==> config.mk <==
export PLATFORM = sky130hd
export DESIGN_NAME = midi_cc_to_controller_map
export DESIGN_NICKNAME = d
export VERILOG_FILES = /design/src/design/mccm_pkg.sv /design/src/design/midi_cc_to_controller_map.sv /design/src/design/mccm_ram.sv /design/src/design/mccm_cfg.sv /design/src/design/mccm_ctrl.sv /design/src/design/mccm_emit.sv
export SDC_FILE = /design/constraint.sdc
export NUM_CORES = 2
export LEC_CHECK = 0
export BUFFER_PORTS_ARGS = -buffer_cell sky130_fd_sc_hd__buf_4
export CORE_MARGIN = 4
export CORE_UTILIZATION = 45
export DETAILED_ROUTE_END_ITERATION = 10
export PLACE_DENSITY = 0.6
export SYNTH_ARGS = -nofsm -noshare
export SYNTH_HDL_FRONTEND = slang
export SYNTH_HIERARCHICAL = 1
export SYNTH_SLANG_ARGS = --single-unit
==> constraint.sdc <==
create_clock -name clk -period 4.1 [get_ports clk]
set_input_delay 0.82 -clock clk [delete_from_list [all_inputs] [get_ports clk]]
set_output_delay 0.82 -clock clk [all_outputs]
set_load 0.03 [all_outputs]
==> src/design/mccm_pkg.sv <==
// Package: shared types and constants for the MIDI controller-to-slot map.
package mccm_pkg;

  localparam int SLOT_COUNT_DEF = 64;

  localparam int CHAN_W   = 4;
  localparam int TYPE_W   = 4;
  localparam int BYTE_W   = 8;
  localparam int KEY_W    = CHAN_W + BYTE_W;
  localparam int SLOT_W   = 6;
  localparam int SCALED_W = 46;
  localparam int CHF_W    = 5;
  localparam int PTF_W    = 9;
  localparam int DATA_W   = 32;
  localparam int ADDR_W   = 3;

  localparam logic [37:0] SCALE_FACTOR = 38'h20_4081_0204;

  localparam logic KIND_MSG  = 1'b0;
  localparam logic KIND_TICK = 1'b1;

  localparam logic [TYPE_W-1:0] MSG_NOTE_OFF   = 4'd8;
  localparam logic [TYPE_W-1:0] MSG_NOTE_ON    = 4'd9;
  localparam logic [TYPE_W-1:0] MSG_PITCH_BEND = 4'd14;

  localparam logic [BYTE_W-1:0] CC_ALL_NOTES_OFF = 8'd123;
  localparam logic [BYTE_W-1:0] CC_DATA_ENTRY    = 8'd6;
  localparam logic [BYTE_W-1:0] CC_VOLUME        = 8'd7;
  localparam logic [BYTE_W-1:0] CC_RPN_LSB       = 8'd100;
  localparam logic [BYTE_W-1:0] CC_RPN_MSB       = 8'd101;

  localparam logic REG_CHANNEL = 1'b0;
  localparam logic REG_PORT    = 1'b1;

  typedef struct packed {
    logic              kind;
    logic [CHAN_W-1:0] midi_channel;
    logic [TYPE_W-1:0] msg_type;
    logic [BYTE_W-1:0] data_first;
    logic [BYTE_W-1:0] data_second;
    logic [BYTE_W-1:0] port_number;
  } in_item_t;

  typedef struct packed {
    logic [SLOT_W-1:0]   slot_index;
    logic [BYTE_W-1:0]   raw_level;
    logic [SCALED_W-1:0] scaled_level;
    logic                last;
  } out_item_t;

  typedef struct packed {
    logic [CHF_W-1:0] channel_filter;
    logic [PTF_W-1:0] port_filter;
  } cfg_t;

  typedef struct packed {
    logic valid;
    logic last;
  } emit_t;

  typedef enum logic [1:0] {
    ST_IDLE,
    ST_SEARCH,
    ST_FLUSH
  } state_t;

endpackage

==> src/design/midi_cc_to_controller_map.sv <==
// Top level: MIDI controller-to-slot map.
//
// Input: an item (MIDI message or tick) is taken when start is high and busy
// is low. A message that passes the filters is searched for in the key RAM,
// one slot per cycle; a known key updates its level, a new key takes the next
// free slot if one is left. A filtered message, or one into an empty table, is
// handled in idle without a search.
// A tick with an update pending reads the level RAM one slot per cycle and
// sends one result per used slot on result, each marked by strobe for one
// cycle; last marks the final slot. Each result passes the RAM read register
// and the result register; busy drops as strobe marks the final result.
// Throughput is set by the single read port of each slot RAM: one slot per cycle.
// Results cannot be held off by the receiver.
// Configuration: APB writes to channel_filter (0x0) and port_filter (0x4),
// done while busy is low. Reset clears the slot count, the pending mark and
// both filters; slot RAM contents need no clearing.
module midi_cc_to_controller_map #(
  parameter int SLOT_COUNT = mccm_pkg::SLOT_COUNT_DEF
) (
  input  logic                        clk,
  input  logic                        rst,
  input  logic                        start,
  output logic                        busy,
  input  mccm_pkg::in_item_t          item,
  output logic                        strobe,
  output mccm_pkg::out_item_t         result,
  input  logic                        psel,
  input  logic                        penable,
  input  logic                        pwrite,
  input  logic [mccm_pkg::ADDR_W-1:0] paddr,
  input  logic [mccm_pkg::DATA_W-1:0] pwdata,
  output logic [mccm_pkg::DATA_W-1:0] prdata,
  output logic                        pready
);

  localparam int IDX_W = (SLOT_COUNT > 1) ? $clog2(SLOT_COUNT) : 1;

  mccm_pkg::cfg_t              cfg;
  mccm_pkg::emit_t             emit;
  logic [IDX_W-1:0]            emit_idx;
  logic                        key_we, lvl_we;
  logic [IDX_W-1:0]            waddr, raddr;
  logic [mccm_pkg::KEY_W-1:0]  key_wdata, key_rdata;
  logic [mccm_pkg::BYTE_W-1:0] lvl_wdata, lvl_rdata;

  mccm_cfg u_cfg (
    .clk     (clk),
    .rst     (rst),
    .psel    (psel),
    .penable (penable),
    .pwrite  (pwrite),
    .paddr   (paddr),
    .pwdata  (pwdata),
    .prdata  (prdata),
    .pready  (pready),
    .cfg     (cfg)
  );

  mccm_ctrl #(
    .SLOT_COUNT (SLOT_COUNT),
    .IDX_W      (IDX_W)
  ) u_ctrl (
    .clk       (clk),
    .rst       (rst),
    .start     (start),
    .busy      (busy),
    .item      (item),
    .cfg       (cfg),
    .key_we    (key_we),
    .lvl_we    (lvl_we),
    .waddr     (waddr),
    .key_wdata (key_wdata),
    .lvl_wdata (lvl_wdata),
    .raddr     (raddr),
    .key_rdata (key_rdata),
    .emit      (emit),
    .emit_idx  (emit_idx)
  );

  mccm_ram #(
    .WIDTH (mccm_pkg::KEY_W),
    .DEPTH (SLOT_COUNT),
    .AW    (IDX_W)
  ) u_key_ram (
    .clk   (clk),
    .we    (key_we),
    .waddr (waddr),
    .wdata (key_wdata),
    .raddr (raddr),
    .rdata (key_rdata)
  );

  mccm_ram #(
    .WIDTH (mccm_pkg::BYTE_W),
    .DEPTH (SLOT_COUNT),
    .AW    (IDX_W)
  ) u_lvl_ram (
    .clk   (clk),
    .we    (lvl_we),
    .waddr (waddr),
    .wdata (lvl_wdata),
    .raddr (raddr),
    .rdata (lvl_rdata)
  );

  mccm_emit #(
    .IDX_W (IDX_W)
  ) u_emit (
    .clk       (clk),
    .rst       (rst),
    .emit      (emit),
    .emit_idx  (emit_idx),
    .lvl_rdata (lvl_rdata),
    .strobe    (strobe),
    .result    (result)
  );

endmodule

==> src/design/mccm_ram.sv <==
// Generic simple dual-port RAM with registered read.
module mccm_ram #(
  parameter int WIDTH = 8,
  parameter int DEPTH = 64,
  parameter int AW    = (DEPTH > 1) ? $clog2(DEPTH) : 1
) (
  input  logic             clk,
  input  logic             we,
  input  logic [AW-1:0]    waddr,
  input  logic [WIDTH-1:0] wdata,
  input  logic [AW-1:0]    raddr,
  output logic [WIDTH-1:0] rdata
);

  logic [WIDTH-1:0] mem [DEPTH];

  always_ff @(posedge clk) begin
    if (we) begin
      mem[waddr] <= wdata;
    end
    rdata <= mem[raddr];
  end

endmodule

==> src/design/mccm_cfg.sv <==
// APB configuration registers: channel and port filters.
module mccm_cfg (
  input  logic                        clk,
  input  logic                        rst,
  input  logic                        psel,
  input  logic                        penable,
  input  logic                        pwrite,
  input  logic [mccm_pkg::ADDR_W-1:0] paddr,
  input  logic [mccm_pkg::DATA_W-1:0] pwdata,
  output logic [mccm_pkg::DATA_W-1:0] prdata,
  output logic                        pready,
  output mccm_pkg::cfg_t              cfg
);

  logic wr;

  assign pready = 1'b1;
  assign wr     = psel && penable && pwrite;

  always_ff @(posedge clk) begin
    if (rst) begin
      cfg <= '0;
    end else if (wr) begin
      if (paddr[2] == mccm_pkg::REG_CHANNEL) begin
        cfg.channel_filter <= pwdata[mccm_pkg::CHF_W-1:0];
      end else begin
        cfg.port_filter <= pwdata[mccm_pkg::PTF_W-1:0];
      end
    end
  end

  always_comb begin
    if (paddr[2] == mccm_pkg::REG_CHANNEL) begin
      prdata = mccm_pkg::DATA_W'(cfg.channel_filter);
    end else begin
      prdata = mccm_pkg::DATA_W'(cfg.port_filter);
    end
  end

endmodule

==> src/design/mccm_ctrl.sv <==
// Sequencer: filtering, key search, slot insert and tick flush over the slot RAMs.
module mccm_ctrl #(
  parameter int SLOT_COUNT = mccm_pkg::SLOT_COUNT_DEF,
  parameter int IDX_W      = (SLOT_COUNT > 1) ? $clog2(SLOT_COUNT) : 1
) (
  input  logic                        clk,
  input  logic                        rst,
  input  logic                        start,
  output logic                        busy,
  input  mccm_pkg::in_item_t          item,
  input  mccm_pkg::cfg_t              cfg,
  output logic                        key_we,
  output logic                        lvl_we,
  output logic [IDX_W-1:0]            waddr,
  output logic [mccm_pkg::KEY_W-1:0]  key_wdata,
  output logic [mccm_pkg::BYTE_W-1:0] lvl_wdata,
  output logic [IDX_W-1:0]            raddr,
  input  logic [mccm_pkg::KEY_W-1:0]  key_rdata,
  output mccm_pkg::emit_t             emit,
  output logic [IDX_W-1:0]            emit_idx
);

  localparam int CNT_W = $clog2(SLOT_COUNT + 1);

  mccm_pkg::state_t state, state_next;

  logic [CNT_W-1:0]            slots_used, slots_used_next;
  logic                        pending, pending_next;
  logic [CNT_W-1:0]            cnt, cnt_next;
  logic                        rd_valid, rd_valid_next;
  logic [IDX_W-1:0]            rd_idx, rd_idx_next;
  logic [mccm_pkg::KEY_W-1:0]  key, key_next;
  logic [mccm_pkg::BYTE_W-1:0] level, level_next;

  logic                        chan_ok, port_ok, type_ok, cc_ok, msg_ok;
  logic                        rd_last, has_room;
  logic [mccm_pkg::KEY_W-1:0]  item_key;

  assign busy     = (state != mccm_pkg::ST_IDLE);
  assign item_key = {item.midi_channel, item.data_first};
  assign rd_last  = (CNT_W'(rd_idx) + CNT_W'(1)) == slots_used;
  assign has_room = slots_used < CNT_W'(SLOT_COUNT);

  assign chan_ok = (cfg.channel_filter == '0) ||
                   ((mccm_pkg::CHF_W'(item.midi_channel) + mccm_pkg::CHF_W'(1)) ==
                    cfg.channel_filter);
  assign port_ok = (cfg.port_filter == '0) ||
                   ((mccm_pkg::PTF_W'(item.port_number) + mccm_pkg::PTF_W'(1)) ==
                    cfg.port_filter);

  always_comb begin
    case (item.msg_type)
      mccm_pkg::MSG_NOTE_OFF,
      mccm_pkg::MSG_NOTE_ON,
      mccm_pkg::MSG_PITCH_BEND: type_ok = 1'b0;
      default:                  type_ok = 1'b1;
    endcase
    case (item.data_first)
      mccm_pkg::CC_ALL_NOTES_OFF,
      mccm_pkg::CC_DATA_ENTRY,
      mccm_pkg::CC_VOLUME,
      mccm_pkg::CC_RPN_LSB,
      mccm_pkg::CC_RPN_MSB:     cc_ok = 1'b0;
      default:                  cc_ok = 1'b1;
    endcase
  end

  assign msg_ok = chan_ok && port_ok && type_ok && cc_ok;

  always_ff @(posedge clk) begin
    if (rst) begin
      state      <= mccm_pkg::ST_IDLE;
      slots_used <= '0;
      pending    <= 1'b0;
      rd_valid   <= 1'b0;
      cnt        <= '0;
    end else begin
      state      <= state_next;
      slots_used <= slots_used_next;
      pending    <= pending_next;
      rd_valid   <= rd_valid_next;
      cnt        <= cnt_next;
    end
  end

  always_ff @(posedge clk) begin
    rd_idx <= rd_idx_next;
    key    <= key_next;
    level  <= level_next;
  end

  always_comb begin
    state_next      = state;
    slots_used_next = slots_used;
    pending_next    = pending;
    cnt_next        = cnt;
    rd_valid_next   = 1'b0;
    rd_idx_next     = rd_idx;
    key_next        = key;
    level_next      = level;
    key_we          = 1'b0;
    lvl_we          = 1'b0;
    waddr           = slots_used[IDX_W-1:0];
    key_wdata       = key;
    lvl_wdata       = level;
    raddr           = cnt[IDX_W-1:0];
    emit            = '0;
    emit_idx        = rd_idx;

    case (state)
      mccm_pkg::ST_IDLE: begin
        cnt_next = '0;
        if (start) begin
          if (item.kind == mccm_pkg::KIND_MSG) begin
            key_next   = item_key;
            level_next = item.data_second;
            if (msg_ok) begin
              if (slots_used == '0) begin
                key_we          = 1'b1;
                lvl_we          = 1'b1;
                key_wdata       = item_key;
                lvl_wdata       = item.data_second;
                slots_used_next = slots_used + CNT_W'(1);
                pending_next    = 1'b1;
              end else begin
                state_next = mccm_pkg::ST_SEARCH;
              end
            end
          end else if (pending && slots_used != '0) begin
            state_next = mccm_pkg::ST_FLUSH;
          end
        end
      end

      mccm_pkg::ST_SEARCH: begin
        if (cnt < slots_used) begin
          rd_valid_next = 1'b1;
          rd_idx_next   = cnt[IDX_W-1:0];
          cnt_next      = cnt + CNT_W'(1);
        end
        if (rd_valid) begin
          if (key_rdata == key) begin
            lvl_we        = 1'b1;
            waddr         = rd_idx;
            pending_next  = 1'b1;
            rd_valid_next = 1'b0;
            state_next    = mccm_pkg::ST_IDLE;
          end else if (rd_last) begin
            if (has_room) begin
              key_we          = 1'b1;
              lvl_we          = 1'b1;
              slots_used_next = slots_used + CNT_W'(1);
              pending_next    = 1'b1;
            end
            rd_valid_next = 1'b0;
            state_next    = mccm_pkg::ST_IDLE;
          end
        end
      end

      mccm_pkg::ST_FLUSH: begin
        if (cnt < slots_used) begin
          rd_valid_next = 1'b1;
          rd_idx_next   = cnt[IDX_W-1:0];
          cnt_next      = cnt + CNT_W'(1);
        end
        if (rd_valid) begin
          emit.valid = 1'b1;
          emit.last  = rd_last;
          if (rd_last) begin
            pending_next  = 1'b0;
            rd_valid_next = 1'b0;
            state_next    = mccm_pkg::ST_IDLE;
          end
        end
      end

      default: begin
        state_next = mccm_pkg::ST_IDLE;
      end
    endcase
  end

endmodule

==> src/design/mccm_emit.sv <==
// Result stage: scales the slot level and registers the result transfer.
module mccm_emit #(
  parameter int IDX_W = 6
) (
  input  logic                        clk,
  input  logic                        rst,
  input  mccm_pkg::emit_t             emit,
  input  logic [IDX_W-1:0]            emit_idx,
  input  logic [mccm_pkg::BYTE_W-1:0] lvl_rdata,
  output logic                        strobe,
  output mccm_pkg::out_item_t         result
);

  logic [mccm_pkg::SCALED_W-1:0] scaled;

  assign scaled = mccm_pkg::SCALED_W'(lvl_rdata) *
                  mccm_pkg::SCALED_W'(mccm_pkg::SCALE_FACTOR);

  always_ff @(posedge clk) begin
    if (rst) begin
      strobe <= 1'b0;
    end else begin
      strobe <= emit.valid;
    end
  end

  always_ff @(posedge clk) begin
    if (emit.valid) begin
      result.slot_index   <= mccm_pkg::SLOT_W'(emit_idx);
      result.raw_level    <= lvl_rdata;
      result.scaled_level <= scaled;
      result.last         <= emit.last;
    end
  end

endmodule
Word-level counts from Yosys, hierarchy flattened
Memories as Yosys holds them, arrays and structs flattened. A register that Yosys moved wholly into a read port is not among the register bits.
Index checks and enable logic that the tools add are counted.
W data, S select, Z words.

storage, ports and cells
  register bits = 118
  memory bits (writable) = 1280
  input bits = 74
  output and inout port bits = 96
  word-level logic and storage cells = 158
  memories kept = 2

cells by class
  add/subtract/negate cells = 5
  multiply operators = 1
  magnitude comparators = 2
  eq/ne operators = 30
  multiplexer cells = 72
  bitwise gates (word level) = 2
  reduce and logical (&&, ||, !) cells = 29

memories
  memory         depth  width  read ports  clocked after Yosys merged registers in  wr ports  line            text
  u_key_ram.mem  64     12     1           1                                        1         mccm_ram.sv:15  logic [WIDTH-1:0] mem [DEPTH];
  u_lvl_ram.mem  64     8      1           1                                        1         mccm_ram.sv:15

operator list
  operator                 number
  $mux W7                  9
  $mux W12                 5
  $mul A8 B36 Y44 const B  1
  $mux W8                  5
  $mux W1                  31
  $pmux W7 S2              2
  $eq A8 B7 Y1 const B     3
  $mux W2                  11
  $mux W6                  3
  $eq A8 B3 Y1 const B     2
  $ne A2 B1 Y1 const B     8
  $add A7 B1 Y7 const B    2
  $eq A12 B12 Y1           1
  $eq A4 B4 Y1 const B     3
  $reduce_and A10 Y1       1
  $reduce_and A2 Y1        5
  $add A8 B1 Y9 const B    1
  $eq A9 B9 Y1             1
  $logic_not A9 Y1         1
  $mux W9                  1
  $reduce_and A9 Y1        1
  $add A6 B1 Y7 const B    1
  $eq A7 B7 Y1             1
  $logic_not A7 Y1         1
  other kinds (26)         41

Logic depth before layout (Yosys ltp)
  depth in word-level cells = 12
  mapped depth = 14
  mapped depth without buffers = 11

Cells and area by module
Netlist, hierarchy kept.

by module, submodules not included
  module                 times used  cells each  area an instance (um2)  seq. area each (um2)
  mccm_ram at u_key_ram  1           1324        29871.1                 23302.3
  mccm_ram at u_lvl_ram  1           940         20166.8                 15534.9
  mccm_ctrl              1           340         3219.3                  1141.1
  mccm_emit              1           137         2217.1                  1581.5
  mccm_cfg               1           92          912.1                   280.3

Worst setup path after synthesis
OpenSTA, ideal clock, no wires.

  path type = input to register
  start point = in item[28] in the netlist's numbering
  end point = mem u_key_ram/mem[27][0] in the netlist's numbering, enable pin
  library setup time = 380 ps
  arrival = 3500 ps
  data required time = 3720 ps
  slack = 220 ps
  cell stages on the path = 12
  path buffers = 2
  cell sequence = ha_1 or2_2 a211oi_1 o2111a_1 nor2_1 nor4_1 a21o_1 clkbuf_1 inv_1 or2_2 clkbuf_1 nor2_1

between the ends
  word-level cells in the longest chain between the ends = 12

ends and longest elaborated chain
  what                               line                             text
  start: declaration                 midi_cc_to_controller_map.sv:24  input mccm_pkg::in_item_t item,
  $add A4 B1 Y5                      mccm_ctrl.sv:45                  ((mccm_pkg::CHF_W'(item.midi_channel) + mccm_pkg::CHF_W'(1)) ==
  $eq A5 B5 Y1                       mccm_ctrl.sv:45
  $logic_or A1 B1 Y1                 mccm_ctrl.sv:44                  assign chan_ok = (cfg.channel_filter == '0) ||
  $logic_and A1 B1 Y1 (3 in series)  mccm_ctrl.sv:68                  assign msg_ok = chan_ok && port_ok && type_ok && cc_ok;
  $mux W1                            mccm_ctrl.sv:117                 if (msg_ok) begin
  $mux W1                            mccm_ctrl.sv:114                 if (item.kind == mccm_pkg::KIND_MSG) begin
  $mux W1                            mccm_ctrl.sv:113                 if (start) begin
  $pmux W1 S2                        mccm_ctrl.sv:110                 case (state)
  net key_we                         midi_cc_to_controller_map.sv:41  logic key_we, lvl_we;
  $mux W1                            mccm_ram.sv:18                   if (we) begin
  $mux W1 (implied by the code)      mccm_ram.sv:19                   mem[waddr] <= wdata;
  end: declaration                   mccm_ram.sv:15

The timed path passes the listed nets, and every way through them passes these cells.

Worst setup path in the final report
  start point = reg u_ctrl/key[5] in the netlist's numbering
  end point = mem u_key_ram/mem[58][2] in the netlist's numbering, enable pin

between the ends
  elaborated cells between the ends (all ways) = 9
  those cells by class = 1 x eq/ne; 8 x mux

RTL lines
  what                      line                             text
  start: declaration        mccm_ctrl.sv:32                  logic [mccm_pkg::KEY_W-1:0] key, key_next;
  start signal: assignment  mccm_ctrl.sv:88                  key <= key_next;
  $eq A12 B12 Y1            mccm_ctrl.sv:142                 if (key_rdata == key) begin
  $mux W6                   mccm_ctrl.sv:142
  $mux W6                   mccm_ctrl.sv:141                 if (rd_valid) begin
  $mux W6                   mccm_ctrl.sv:110
  net waddr[1]              midi_cc_to_controller_map.sv:42  logic [IDX_W-1:0] waddr, raddr;

The timed path passes the listed nets, and every way through them passes these cells.

==> metrics.md <==
| Metric | Value |
|---|---|
| Final setup violation count | 0 |
| Synth-to-Final Area Change | 16.3% |
| Post-synth ARST share | 0 |
| Fill cell count | ~9500 |
| Die Wd | ~360 µm |
| RSZ-0062 raised after global routing | no |
| Sequential share of the synthesized area | 0.742 |
| Period utilisation layout | 0.918 |
| CP peak stage delay | a little over 0.5 ns |
| Sink Count | approximately 1400 |
| Hold/Removal Path Class | in -> reg |
| Largest net degree at the start of global routing | 76 |
| Die area | between 100000 and 150000 µm² |
| Initial antenna violation count | 1 |
| Die Y | 362 µm |
| Grt total ovfl | 0 |
| Worst-path clk slew | ~0.06 ns |
| Top post-synthesis cells by area | edfxtp_1 (72%), mux4_2 (13%), dfxtp_1 (1.9%) |
| Clk Latency, worst-skew pair | 0.77 ns |
| Vias in the first global route | 29200 |
| CP Cell Sequence | xor2_1, nor4_1, nand3_1, nor2_1, buf_4, nand2_1, o21ai_1, buf_4, or3b_2, or2_2, nor2_1, buf_12 |
| Kind of end point of the critical path | flip-flop |
| Fmax | about 270 MHz |
| TritonCTS buffer count | ~150 |
| Detailed Route WL | 130000 µm |
| CTS tree | yes |
| Clk_skew | around 0.026 ns |
| Slew at the pin closest to its max-slew limit | 1.19 ns |
| Clk buf depth | 3 |
| Multi-input gate area | about 13000 µm² |
| Row Count | roughly 130 |
| Core area | about 120000 µm² |
| Yosys top cell by area | edfxtp_1 |
| CTS Root Cell | clkbuf_16 |
| Via density | roughly 5.7 |
| Gate Count Post-Synth | between 2000 and 3000 |
| Share of the synthesized area in the top cell type | 0.723 |
| Routed vias | 28200 |
| Pleak | a little over 20 nW |
| Prevailing post-synth register cell | edfxtp_1 |
| Crit path required time | 4.57 ns |
| First-pass GRT wire length | 194000 µm |
| P per Cell Area | between 400 and 500 nW/µm² |
| Post-synth EDFFs | 1358 |
| WL per Instance | around 26 µm |
| Layout cells sized above 1 | 0.294 |
| # IOs | 170 |
| Unique masters post-synth | 83 |
| Yosys reg bits | roughly 1400 |
| Slowest stage cell, crit path | or3b_2 |
| Router iterations before antenna repair | 5 |
| Drt initial violations | just under 3000 |
| Syn avg cell area | 19.9 µm² |
| Hold Buf Count CTS | 0 |
| FF/Latch Area | 41900 µm² |
| # port buffers | approximately 120 |
| Slew margin rel. | 0.204 |
| Post-synthesis cell area | approximately 56000 µm² |
| Critical path class | reg -> reg |
| Post-CTS Setup Repair Bufs | 0 |
| H-tree levels | 4 |
| GRT Overall Usage | 0.201 |
| Period minus WS final | between 3 and 4 ns |
| Setup Total Neg Slack | 0 ns |
| Critical Path Fanout Max | 13 |
| Gpl congestion | slightly above 0.8 |
| Pins Over Slew Limit | 0 |
| Startpoint types | flip-flop |
| DPL Wire Length | between 80000 and 90000 µm |
| ANT nets after route | 0 |
| Fin util | 0.529 |
| Status | finished, final reports clean |
| Post-route DRC | 0 |
| Hold Fails Final Rpt | 0 |
| Cts repair resizes | 0 |
| Initial core utilization | 0.454 |
| Max cap viols | 0 |
| Critical Path AT | roughly 4.2 ns |
| Layout net count | 3272 |
| VDD IR max | about 0.42 mV |
| Yosys warns | 6 |
## Yosys cell counts, types with 16 or more instances
cell type,number
mux2_2,38
xnor2_1,30
o21ai_0,33
buf_2,33
ha_1,19
dfxtp_1,53
buf_1,16
nor3_1,19
o22ai_1,18
nand3_1,46
nand4_1,16
a211oi_1,17
edfxtp_1,1358
buf_4,67
nor2b_1,31
nor2_1,173
o221ai_1,27
clkbuf_1,56
inv_1,21
xor2_1,30
mux4_2,327
nand2b_1,42
mux2i_1,74
a21oi_1,31
nand2_1,55
## where the power goes
| group | leakage [nW] | internal (W) | switching, W | total (W) |
|---|---|---|---|---|
| registers | 12.6 | 0.0162 | 0.0000703 | 0.0163 |
| clock network | 2.22 | 0.00712 | 0.00540 | 0.0125 |
| logic | 5.58 | 0.000524 | 0.00109 | 0.00162 |
| total | 20.4 | 0.0239 | 0.00657 | 0.0304 |
## through the flow
stage	cells	power, W	setup slack, ns	cell area [µm²]	hold slack, ns
after global routing	4926	0.0315	0.172	65600	0.181
after CTS	4926	0.0307	0.342	65600	0.164
after detailed placement	4667	0.0182	0.140	61100	0.512
final	4927	0.0304	0.337	65600	0.234
after global placement	4667	0.0182	0.148	61100	0.492
after floorplan	2856	0.0175	0.220	56500	0.403
## final timing paths
check / from / end / slack (ns) / cells past startpoint
max reg2reg: u_ctrl/key[5] / u_key_ram/mem[58][2] / 0.34 / 12
max: u_ctrl/key[5] / u_key_ram/mem[58][2] / 0.34 / 12
min reg2reg: u_lvl_ram/rdata[0] / u_emit/result[47] / 0.52 / 0
min: item[10] / u_ctrl/level[2] / 0.23 / 1
## critical path, delay by kind of cell, from the launching register on
kind	cells	cell delay (ns)
AND/OR/NAND/NOR	7	2.04
buffers and inverters	3	0.64
flip-flops	1	0.48
XOR/XNOR	1	0.19
AO/OA/AOI/OAI	1	0.09
## sequential cells by signal, indices dropped and copies added (netlist names)
name,cells
u_ctrl/pending,1
u_ctrl/cnt,7
u_ctrl/slots_used,7
u_lvl_ram/rdata,8
u_ctrl/level,8
u_ctrl/emit_idx,6
u_ctrl/rd_valid,1
u_emit/strobe,1
u_key_ram/rdata,12
u_ctrl/state,2
u_key_ram/mem,768
u_lvl_ram/mem,512
u_cfg/cfg,14
u_ctrl/key,12
u_emit/result,52
## cell type report
class	instances	area share
clock buffers	188	0.0597
multi-input cells	1237	0.205
repair buffers	359	0.0552
inverters	23	0.00132
diodes	1	0.0000381
well taps	1637	0.0312
clock inverters	71	0.00963
flip-flops and latches	1411	0.638
## metal layers
| layer | vias up | part of all wire | track usage |
|---|---|---|---|
| li1 | 12200 | - | - |
| met4 | 0 | 0.022 | 0.0531 |
| met3 | 164 | 0.072 | 0.0476 |
| met5 | - | 0 | 0 |
| met2 | 991 | 0.48 | 0.320 |
| met1 | 14800 | 0.43 | 0.282 |
## cell families (layout without fill, tap and decap cells)
logic type               Yosys count  count (layout)  synth area share
AND/OR/NAND/NOR                  468             468            0.0431
other                              3              27          0.000200
multiplexers                     440             440             0.152
flip-flops                      1411            1411             0.742
AO/OA/AOI/OAI                    224             224            0.0283
XOR/XNOR                          60              60           0.00932
adder cells (fa/ha/maj)           19              19           0.00422
buffers and inverters            208             641            0.0212
## cells in the final DEF (no fill, tap or decap), drive strengths merged, types with 8 or more instances in the layout
cell type and instances:
mux2 39, nand2 55, o31ai 13, and2 12, a22oi 13, o221ai 27, mux2i 74, nor3 20
nand3b 15, clkbuf 188, o22ai 18, nor4 11, o21ai 40, a211oi 17, inv 31, nand2b 42
xor2 30, edfxtp 1358, or2 10, ha 19, nor2b 31, conb 26, nand3 46, mux4 327
buf 359, nand4 16, dfxtp 53, a21oi 32, clkinv 54, a221oi 9, xnor2 30, nor2 174
or3 11, a21o 8
No activity file was read; power rests on OpenSTA's default activity.
